## src/sle_pkg.sv

```systemverilog
// ----------------------------------------------------------------------------
// sle_pkg
// Shared types, codes and widths for the sequential list engine.
// ----------------------------------------------------------------------------
package sle_pkg;

    localparam int DATA_W        = 32;
    localparam int CMD_W         = 3;
    localparam int STAT_W        = 2;
    localparam int DEPTH_DEFAULT = 16;

    // input word: cmd, item_value, zero fill up to whole bytes
    localparam int IN_BITS = CMD_W + DATA_W;
    localparam int IN_W    = ((IN_BITS + 7) / 8) * 8;

    // command codes
    localparam logic [CMD_W-1:0] CMD_INS_FRONT = 3'd0;
    localparam logic [CMD_W-1:0] CMD_INS_BACK  = 3'd1;
    localparam logic [CMD_W-1:0] CMD_REM_VALUE = 3'd2;
    localparam logic [CMD_W-1:0] CMD_REM_FRONT = 3'd3;
    localparam logic [CMD_W-1:0] CMD_REM_BACK  = 3'd4;

    // status codes
    localparam logic [STAT_W-1:0] STAT_OK       = 2'd0;
    localparam logic [STAT_W-1:0] STAT_FULL     = 2'd1;
    localparam logic [STAT_W-1:0] STAT_EMPTY    = 2'd2;
    localparam logic [STAT_W-1:0] STAT_NOTFOUND = 2'd3;

    typedef enum logic [1:0] {
        CELL_HOLD  = 2'd0,
        CELL_LOAD  = 2'd1,
        CELL_LEFT  = 2'd2,
        CELL_RIGHT = 2'd3
    } cell_op_t;

    typedef struct packed {
        cell_op_t            op;
        logic [DATA_W-1:0]   load_data;
    } cell_ctl_t;

endpackage

```

## src/sle_cell.sv

```systemverilog
// ----------------------------------------------------------------------------
// sle_cell
// One list slot: holds an entry, loads, or takes a neighbor's entry.
// ----------------------------------------------------------------------------
module sle_cell
(
    input  logic                      clk,
    input  sle_pkg::cell_ctl_t        ctl,
    input  logic [sle_pkg::DATA_W-1:0] left_data,
    input  logic [sle_pkg::DATA_W-1:0] right_data,
    input  logic [sle_pkg::DATA_W-1:0] match_value,
    output logic [sle_pkg::DATA_W-1:0] data,
    output logic                      match
);
    import sle_pkg::*;

    logic [DATA_W-1:0] data_reg;
    logic [DATA_W-1:0] data_next;

    always_comb
    begin
        unique case (ctl.op)
            CELL_LOAD:  data_next = ctl.load_data;
            CELL_LEFT:  data_next = left_data;
            CELL_RIGHT: data_next = right_data;
            default:    data_next = data_reg;
        endcase
    end

    always_ff @(posedge clk)
    begin
        data_reg <= data_next;
    end

    assign data  = data_reg;
    assign match = (data_reg == match_value);

endmodule

```

## src/sequential_list_engine.sv

```systemverilog
// Sequence: the input word is registered, then the cells and count update and the
//   result word is registered; remove-by-value first registers the compare vector.
// Input: a new command is taken only once the last one is reported, set by the
//   load/update/report sequence around the shared row of cells.
// Reset: rst_n clears the entry count, sequencer and output valid; entries
//   themselves are not cleared and are never read above the count.
// ----------------------------------------------------------------------------
// sequential_list_engine
// Ordered list of up to DEPTH signed 32-bit values held in a row of cells.
// Commands insert at front/back, remove by value, or remove front/back, and
// each command returns one word with status, count, head and tail.
// ----------------------------------------------------------------------------
module sequential_list_engine #(
    parameter int DEPTH = sle_pkg::DEPTH_DEFAULT,
    parameter int CNT_W = $clog2(DEPTH + 1),
    parameter int OUT_W = (((sle_pkg::STAT_W + CNT_W + 2 * sle_pkg::DATA_W) + 7) / 8) * 8
)
(
    input  logic                     clk,
    input  logic                     rst_n,
    // input word, low to high: cmd[2:0], item_value[34:3], zero fill
    input  logic                     s_tvalid,
    output logic                     s_tready,
    input  logic [sle_pkg::IN_W-1:0] s_tdata,
    // result word, low to high: status, entry_count, head_value, tail_value,
    // zero fill
    output logic                     m_tvalid,
    input  logic                     m_tready,
    output logic [OUT_W-1:0]         m_tdata
);
    import sle_pkg::*;

    localparam int IDX_W    = $clog2(DEPTH);
    localparam int CNT_OFS  = STAT_W;
    localparam int HEAD_OFS = STAT_W + CNT_W;
    localparam int TAIL_OFS = STAT_W + CNT_W + DATA_W;

    // sequencer states
    localparam logic [1:0] ST_IDLE   = 2'd0;
    localparam logic [1:0] ST_SEARCH = 2'd1;
    localparam logic [1:0] ST_EXEC   = 2'd2;
    localparam logic [1:0] ST_REPORT = 2'd3;

    logic [1:0]        state_reg,  state_next;
    logic [CMD_W-1:0]  cmd_reg,    cmd_next;
    logic [DATA_W-1:0] value_reg,  value_next;
    logic [CNT_W-1:0]  count_reg,  count_next;
    logic [STAT_W-1:0] status_reg, status_next;
    logic [DEPTH-1:0]  match_reg,  match_next;
    logic [OUT_W-1:0]  out_reg,    out_next;
    logic              out_valid_reg, out_valid_next;

    logic [DATA_W-1:0] cell_data  [DEPTH];
    logic [DATA_W-1:0] left_in    [DEPTH];
    logic [DATA_W-1:0] right_in   [DEPTH];
    cell_ctl_t         cell_ctl   [DEPTH];
    logic [DEPTH-1:0]  cell_match;
    logic [DEPTH-1:0]  live_mask;
    logic [DEPTH-1:0]  shift_from;

    logic              in_fire;
    logic              out_load;
    logic              list_full;
    logic              list_empty;
    logic              found;
    logic [IDX_W-1:0]  tail_idx;

    assign s_tready   = (state_reg == ST_IDLE);
    assign in_fire    = s_tvalid && s_tready;
    assign list_full  = (count_reg == CNT_W'(DEPTH));
    assign list_empty = (count_reg == '0);
    assign found      = |match_reg;
    // every bit at or above the first match: those cells pull from the right
    assign shift_from = match_reg | (~match_reg + DEPTH'(1));
    assign tail_idx   = IDX_W'(count_reg - CNT_W'(1));

    // ------------------------------------------------------------------
    // Row of cells, each wired to its neighbors
    // ------------------------------------------------------------------
    for (genvar i = 0; i < DEPTH; i++)
    begin : g_cell
        if (i == 0)
        begin : g_first
            assign left_in[i] = value_reg;
        end
        else
        begin : g_mid_l
            assign left_in[i] = cell_data[i-1];
        end

        if (i == DEPTH - 1)
        begin : g_last
            assign right_in[i] = cell_data[i];
        end
        else
        begin : g_mid_r
            assign right_in[i] = cell_data[i+1];
        end

        assign live_mask[i] = (CNT_W'(i) < count_reg);

        sle_cell u_cell
        (
            .clk         (clk),
            .ctl         (cell_ctl[i]),
            .left_data   (left_in[i]),
            .right_data  (right_in[i]),
            .match_value (value_reg),
            .data        (cell_data[i]),
            .match       (cell_match[i])
        );
    end

    // ------------------------------------------------------------------
    // Per-cell operation, only in the update cycle
    // ------------------------------------------------------------------
    always_comb
    begin
        for (int i = 0; i < DEPTH; i++)
        begin
            cell_ctl[i].op        = CELL_HOLD;
            cell_ctl[i].load_data = value_reg;
            if (state_reg == ST_EXEC)
            begin
                unique case (cmd_reg)
                    CMD_INS_FRONT:
                    begin
                        if (!list_full)
                            cell_ctl[i].op = (i == 0) ? CELL_LOAD : CELL_LEFT;
                    end
                    CMD_INS_BACK:
                    begin
                        if (!list_full && (count_reg == CNT_W'(i)))
                            cell_ctl[i].op = CELL_LOAD;
                    end
                    CMD_REM_VALUE:
                    begin
                        if (!list_empty && shift_from[i])
                            cell_ctl[i].op = CELL_RIGHT;
                    end
                    CMD_REM_FRONT:
                    begin
                        if (!list_empty)
                            cell_ctl[i].op = CELL_RIGHT;
                    end
                    default:
                    begin
                        cell_ctl[i].op = CELL_HOLD;
                    end
                endcase
            end
        end
    end

    // ------------------------------------------------------------------
    // Sequencer, count and status
    // ------------------------------------------------------------------
    always_comb
    begin
        state_next  = state_reg;
        cmd_next    = cmd_reg;
        value_next  = value_reg;
        count_next  = count_reg;
        status_next = status_reg;
        match_next  = match_reg;
        out_load    = 1'b0;

        unique case (state_reg)
            ST_IDLE:
            begin
                if (in_fire)
                begin
                    cmd_next   = s_tdata[CMD_W-1:0];
                    value_next = s_tdata[CMD_W +: DATA_W];
                    // remove-by-value needs the compare vector first
                    state_next = (s_tdata[CMD_W-1:0] == CMD_REM_VALUE) ? ST_SEARCH
                                                                       : ST_EXEC;
                end
            end
            ST_SEARCH:
            begin
                match_next = cell_match & live_mask;
                state_next = ST_EXEC;
            end
            ST_EXEC:
            begin
                status_next = STAT_OK;
                unique case (cmd_reg)
                    CMD_INS_FRONT, CMD_INS_BACK:
                    begin
                        if (list_full)
                            status_next = STAT_FULL;
                        else
                            count_next = count_reg + CNT_W'(1);
                    end
                    CMD_REM_VALUE:
                    begin
                        if (list_empty)
                            status_next = STAT_EMPTY;
                        else if (!found)
                            status_next = STAT_NOTFOUND;
                        else
                            count_next = count_reg - CNT_W'(1);
                    end
                    CMD_REM_FRONT, CMD_REM_BACK:
                    begin
                        if (list_empty)
                            status_next = STAT_EMPTY;
                        else
                            count_next = count_reg - CNT_W'(1);
                    end
                    default:
                    begin
                        status_next = STAT_OK;
                    end
                endcase
                state_next = ST_REPORT;
            end
            default:
            begin
                // hold the report until the output register frees up
                if (!out_valid_reg || m_tready)
                begin
                    out_load   = 1'b1;
                    state_next = ST_IDLE;
                end
            end
        endcase
    end

    // ------------------------------------------------------------------
    // Output register
    // ------------------------------------------------------------------
    always_comb
    begin
        out_next = out_reg;
        if (out_load)
        begin
            out_next = '0;
            out_next[STAT_W-1:0]        = status_reg;
            out_next[CNT_OFS +: CNT_W]  = count_reg;
            if (!list_empty)
            begin
                out_next[HEAD_OFS +: DATA_W] = cell_data[0];
                out_next[TAIL_OFS +: DATA_W] = cell_data[tail_idx];
            end
        end
    end

    always_comb
    begin
        if (out_load)
            out_valid_next = 1'b1;
        else if (m_tready)
            out_valid_next = 1'b0;
        else
            out_valid_next = out_valid_reg;
    end

    always_ff @(posedge clk or negedge rst_n)
    begin
        if (!rst_n)
        begin
            state_reg     <= ST_IDLE;
            count_reg     <= '0;
            out_valid_reg <= 1'b0;
        end
        else
        begin
            state_reg     <= state_next;
            count_reg     <= count_next;
            out_valid_reg <= out_valid_next;
        end
    end

    always_ff @(posedge clk)
    begin
        cmd_reg    <= cmd_next;
        value_reg  <= value_next;
        status_reg <= status_next;
        match_reg  <= match_next;
        out_reg    <= out_next;
    end

    assign m_tvalid = out_valid_reg;
    assign m_tdata  = out_reg;

endmodule

```

## config.mk

```make
export PLATFORM = sky130hd
export DESIGN_NAME = sequential_list_engine
export DESIGN_NICKNAME = d
export VERILOG_FILES = /design/src/sle_pkg.sv /design/src/sle_cell.sv /design/src/sequential_list_engine.sv
export SDC_FILE = /design/constraint.sdc
export NUM_CORES = 2
export LEC_CHECK = 0
export BUFFER_PORTS_ARGS = -buffer_cell sky130_fd_sc_hd__buf_2
export CAP_MARGIN = 5
export CORE_ASPECT_RATIO = 0.5
export CORE_UTILIZATION = 42
export CTS_CLUSTER_SIZE = 30
export DETAILED_ROUTE_END_ITERATION = 8
export GPL_ROUTABILITY_DRIVEN = 0
export PLACE_DENSITY_LB_ADDON = 0.15
export SETUP_SLACK_MARGIN = 0.1
export SLEW_MARGIN = 15
export SYNTH_ARGS = -nofsm -noshare
export SYNTH_HDL_FRONTEND = slang
export SYNTH_HIERARCHICAL = 1
export SYNTH_SLANG_ARGS = --single-unit
export TNS_END_PERCENT = 5
```

## constraint.sdc

```tcl
create_clock -name clk -period 3.6 [get_ports clk]
set_clock_uncertainty 0.1 [all_clocks]
set_input_delay 0.72 -clock clk [delete_from_list [all_inputs] [get_ports clk]]
set_output_delay 0.72 -clock clk [all_outputs]
set_load 0.01 [all_outputs]
```

# == After elaboration in Yosys (flattened, before gate mapping) ==
# Index checks and enable logic that the tools add are counted.
# word_totals
latch_bits,0
elab_cells,311
register_bits,644
memories,0
ramBits,0
inputBits,44
rom_bits,0
out_inout_bits,74
# op_classes
bitwise,4
n_reduce_logical,67
muxes,104
eq_ne,91
n_div,0
shift,0
multipliers,0
order_cmp,17
add_sub_neg,3
# op_table
op,count
32-bit case mux with 3 select lines,14
32-bit == test,16
32-bit binary-select mux with 4-bit select,1
2-bit case mux with 4 select lines,16
32-bit case mux with 2 select lines,2
2-bit two-way mux,40
2-bit == test (second input constant),32
32-bit two-way mux,2
3-bit nonzero test,15
5-bit by 4-bit == test with 1-bit output (second input constant),8
4-bit by 5-bit < comparator with 1-bit output (first input constant),8
2-bit by 1-bit == test with 1-bit output (second input constant),17
1-bit logical AND,33
1-bit two-way mux,22
5-bit by 3-bit == test with 1-bit output (second input constant),4
3-bit by 5-bit < comparator with 1-bit output (first input constant),4
5-bit two-way mux,4
16-bit by 1-bit adder with 16-bit output (second input constant),1
16-bit bitwise AND,1
16-bit inverter,1
16-bit bitwise OR,1
16-bit OR reduction,1
5-bit case mux with 3 select lines,1
2-bit case mux with 3 select lines,2
25 further kinds,40

# == Longest topological paths before layout ==
# depth
depth_word,10
ltp_mapped,16
mapped_depth_nobuf,9

# == Modules after synthesis ==
# Netlist, hierarchy kept.
# modules_own_cells
module,area_per_inst_um2,n_inst,seq_area_each_um2,cells_each
sle_cell,1986.9,16,960.9,183
sequential_list_engine,9589.2,1,3923.8,692

# == Worst setup path before layout ==
# No wires, ideal clock.
# synth_timing
kind,register to register
startpoint,register count_reg[0]
endpoint,"register g_cell[9].u_cell.data_reg[0], enable pin"
path_buffers,7
arrival_time_ns,3.491
setup_ns,0.375
setup_slack_ns,-0.365
required_ns,3.125
synth_period_minus_slack_ns,3.965
path_stages_with_launch,16
cell_sequence,dfrtp_1 -> buf_2 -> buf_2 -> buf_2 -> inv_1 -> ha_1 -> or4b_1 -> clkbuf_1 -> nand2_1 -> nor2_1 -> clkbuf_1 -> nand2_1 -> a31oi_1 -> buf_4 -> buf_6 -> or2_2
# synth_rtl
item,line,rtl
from (decl),sequential_list_engine.sv:47,"logic [CNT_W-1:0] count_reg, count_next;"
from (signal assigned),sequential_list_engine.sv:271,count_reg <= count_next;
to (signal assigned),sle_cell.sv:32,data_reg <= data_next;
to (decl),sle_cell.sv:17,logic [DATA_W-1:0] data_reg;

==> qor_table.md <==
| Metric | Reported | Unit |
|---|---|---|
| Count of different cell masters after synthesis | 55 | - |
| Critical path fanouts, max | 37 | - |
| Die ar. | 99900 | sq um |
| Part of the total power dissipated in the clock network | 19.4 | % |
| Synth top area cells | edfxtp_1 46%, mux2i_1 13%, xor2_1 11% | - |
| Part of the total power dissipated in combinational logic | 45.6 | % |
| Startpoint of the most critical register-to-register path | count_reg[0] | - |
| GRT Residual Overflow | 0 | - |
| Number of pins with negative max-slew slack in the final report | 0 | - |
| Top-level port count | 118 | - |
| Cell taking the most area after synthesis | edfxtp_1 | - |
| Antenna violations before repair | 5 | - |
| Crit path kind | reg -> reg | - |
| Die span in y | 224 | um |
| Syn Area/Cell | 11.4 | sq um |
| Share of synthesized cell area in full adder, half adder and majority cells | 0.302 | % |
| Starting density of the core | 42.9 | % |
| CTS Buf Count | 69 | - |
| Final number of hold-violating endpoints | 0 | - |
| Fillcell total | 8722 | - |
| Async set or reset register ratio after synthesis | 1.24 | % |
| Sum of net half-perimeters after detailed placement | 96.7 | mm |
| Crit path capture type | register | - |
| Worst-case clock buffer depth | 3 | - |
| Average wire length per cell after detail routing | 25.3 | um |
| Remaining antenna violation count | 0 | - |
| Fraction of synthesized area in multiplexers | 20.2 | % |
| Number of max-cap violations | 0 | - |
| Global Route met3 Usage | 5.34 | % |
| CTS H-tree lvls | 3 | - |
| Clock sinks | 644 | - |
| Setup slack after placement | 93.8 | ps |
| Number of synthesized register bits | 644 | - |
| RSZ-0062 raised after global routing | yes | - |
| Synthesized Nets | 3674 | - |
| Share of the clock period used by the worst path after layout | 95.3 | % |
| Power per unit of standard cell area | 804 | nW/um^2 |
| Maximum achievable frequency | 0.292 | GHz |
| Share of synthesized cell area in and, or, nand and nor gates | 9.74 | % |
| Sequential share of power | 35.1 | % |
| Final Instance Count excl. Fillers | 5064 | - |
| Met2 track demand over resource | 31.8 | % |
| Count of synthesis-stage warnings from yosys | 6 | - |
| Hold path startpoint | s_tdata[33] | - |
| Setup ws final | 170 | ps |
| Width of the chip | 446 | um |
| Share of cells above drive strength 1 | 14.3 | % |
| Highest-utilization routing layer at the global route stage | met1 | - |
| Worst slew margin relative to its limit | 30.8 | % |
| Internal Power | 0.0218 | W |
| Total placed cells including tap cells | 4930 | - |
| Outcome | completed | - |
| DR iter-0 viols | 3901 | - |
| Peak VDD IR | 0.000659 | V |
| Net switching power | 0.0155 | W |
| Crit path required time | 3910 | ps |
| Type of element launching the critical path | register | - |
| WP data arrival | 3740 | ps |
| Final total negative setup slack | 0 | ps |
| Aggregate global-route resource usage | 25.4 | % |
| Synthesized-area fraction occupied by ao, oa, aoi and oai cells | 8.64 | % |
| Area share of xor/xnor cells in the synthesized design | 10.9 | % |
| Share of the yosys chip area belonging to registers | 46.6 | % |
| Number of flip-flops in the largest register | 512 | - |
| Clock insertion delay at the later pin of the skew report | 670 | ps |
| Synth Instances | 3620 | - |
| Cell at the root of the clock tree | clkbuf_16 | - |
| Count of nets after finishing | 3751 | - |
| Global-route wire length before repair | 189 | mm |
| Number of flops mapped to enable cells by yosys | 636 | - |
| Met1 Use GR | 43.3 | % |
| TritonCTS clock tree | built | - |
| Row Count | 80 | - |
| Setup violation total in the final timing report | 0 | - |
| Number of global-route vias before repair | 26948 | - |
| Total of buffers placed on input and output ports | 111 | - |
| Overall routed net length | 128 | mm |
| Type of the tightest min-delay check | in -> reg | - |
| Share of total power consumed by net switching | 41.5 | % |
| Clk slew on worst S/H paths | 60 | ps |
| Via count | 29900 | - |
| Transition time at the pin with the least slew margin | 1040 | ps |
| Largest family of logic cells by synthesized area | multiplexers | - |
| Area share of the largest cell type after synthesis | 46.2 | % |
| Overall power consumption | 0.0373 | W |
| Min Clock Period, post-route | 3430 | ps |
| Synthesis-to-finish area growth | 12.1 | % |
| Static leakage power | 15.0 | nW |
| Maximum number of pins on one net before global-route repair | 109 | - |
| Number of iterations in the first detailed-routing pass | 6 | - |
| Cell Area, Synth | 41400 | sq um |
| Core footprint | 96500 | sq um |
| Main synth FF type | edfxtp_1 | - |
| Number of DRC violations after detailed routing | 0 | - |
| Via/cell ratio | 5.90 | - |
| Worst Setup SP | count_reg[0] | - |
repair_timing:
item,CTS,global route
setup buffers,2,5
resized for setup,0,5
endpoints found under the setup margin,1,274
hold buffers,1,0
pin swaps,1,1
hold endpoints to repair,8,0
cell usage after synthesis (24+ instances only):
library cell / count
nor2_1: 544
clkbuf_1: 89
mux2i_1: 544
buf_6: 48
nand4_1: 32
a21oi_1: 541
edfxtp_1: 636
buf_2: 83
xor2_1: 516
nor2b_1: 41
and2_1: 40
nand2_1: 24
mux4_2: 128
a211oi_1: 64
nor4_1: 130
worst paths after layout:
path,depth (start not counted),slack (ps),endpoint
worst max-delay path,9,170,g_cell[15].u_cell/data[9]
worst min-delay path,1,130,value_reg[30]
worst max register to register,9,170,g_cell[15].u_cell/data[9]
worst min register to register,0,370,m_tdata[1]
max in group asynchronous,2,2820,count_reg[0]
min in group asynchronous,2,340,state_reg[0]
cell families (layout without fill, tap and decap cells):
group           after synthesis  count (layout)
compound gates              659             659
xor+xnor                    517             517
other cells                   1               5
simple gates                868             868
fa+ha+maj                    10              10
buf+inv                     248             376
mux                         673             673
flops                       644             644
area by class of cell:
type	count	area, sq um	area share [%]
sequential	644	19300	41.6
tap	1312	1640	3.54
inverter	4	15.0	0.0324
timing repair buffer	250	2180	4.69
antenna	4	10.0	0.0216
clock inverter	25	220	0.475
clock buffer	97	1960	4.22
multi-input combinational	2728	21100	45.4
worst max-delay path, stage by stage (launching register included):
cell,delay (ps)
dfrtp_4,490
inv_1,190
ha_4,240
or4b_1,520
buf_4,280
a31oi_1,190
or2_2,450
a21oi_4,220
or2_4,320
buf_12,160
through the flow:
| step | instance area (sq um) | hold WS, ps | util, % |
|---|---|---|---|
| 2_1_floorplan | 41400 | 300 | - |
| 3_3_place_gp | 44100 | 344 | 45.7 |
| 6_report | 46400 | 126 | 48.1 |
| 5_1_grt | 46400 | 93.8 | 48.1 |
| 4_1_cts | 46300 | 84.3 | 48.0 |
| 3_5_place_dp | 44100 | 352 | 45.7 |
routing by layer:
layer / up-vias / part of all wire, %
met5: - / 0
met4: 0 / 1.5
met3: 105 / 11
met2: 1397 / 38
met1: 14775 / 50
li1: 13623 / -
placed cells by master (no fill, tap or decap), types with 4 or more instances in the layout:
master	Yosys	layout
and2_1	40	38
o21ai_0	14	14
nand4_1	32	32
buf_12	0	45
nor2_4	0	5
nand3_1	12	12
mux2i_1	544	544
nand2b_1	5	4
mux4_2	128	128
nor2_1	544	539
o21a_1	8	8
nor4_1	130	130
or4_1	4	4
a21oi_1	541	520
clkinv_2	0	8
xor2_1	516	514
a31oi_4	0	5
a21oi_4	0	21
clkbuf_16	0	73
clkbuf_1	89	20
buf_2	83	111
o31ai_1	5	5
or2_2	19	6
clkinv_1	0	9
edfxtp_1	636	636
buf_4	21	91
dfrtp_1	8	7
a211oi_1	64	64
nand2_1	24	24
ha_1	10	9
a21boi_0	6	6
nor2b_1	41	41
diode_2	0	4
inv_1	4	4
clkbuf_8	0	4
or2_4	0	13
power by group through the flow:
stage	combinational, W	clock (W)	sequential, W
finish	0.0170	0.00722	0.0131
global route	0.0181	0.00762	0.0132
CTS	0.0167	0.00736	0.0130
detailed placement	0.0166	0	0.0132
global placement	0.0164	0	0.0131
floorplan	0.0107	0	0.0128
Power figures use the tool's default switching activity.
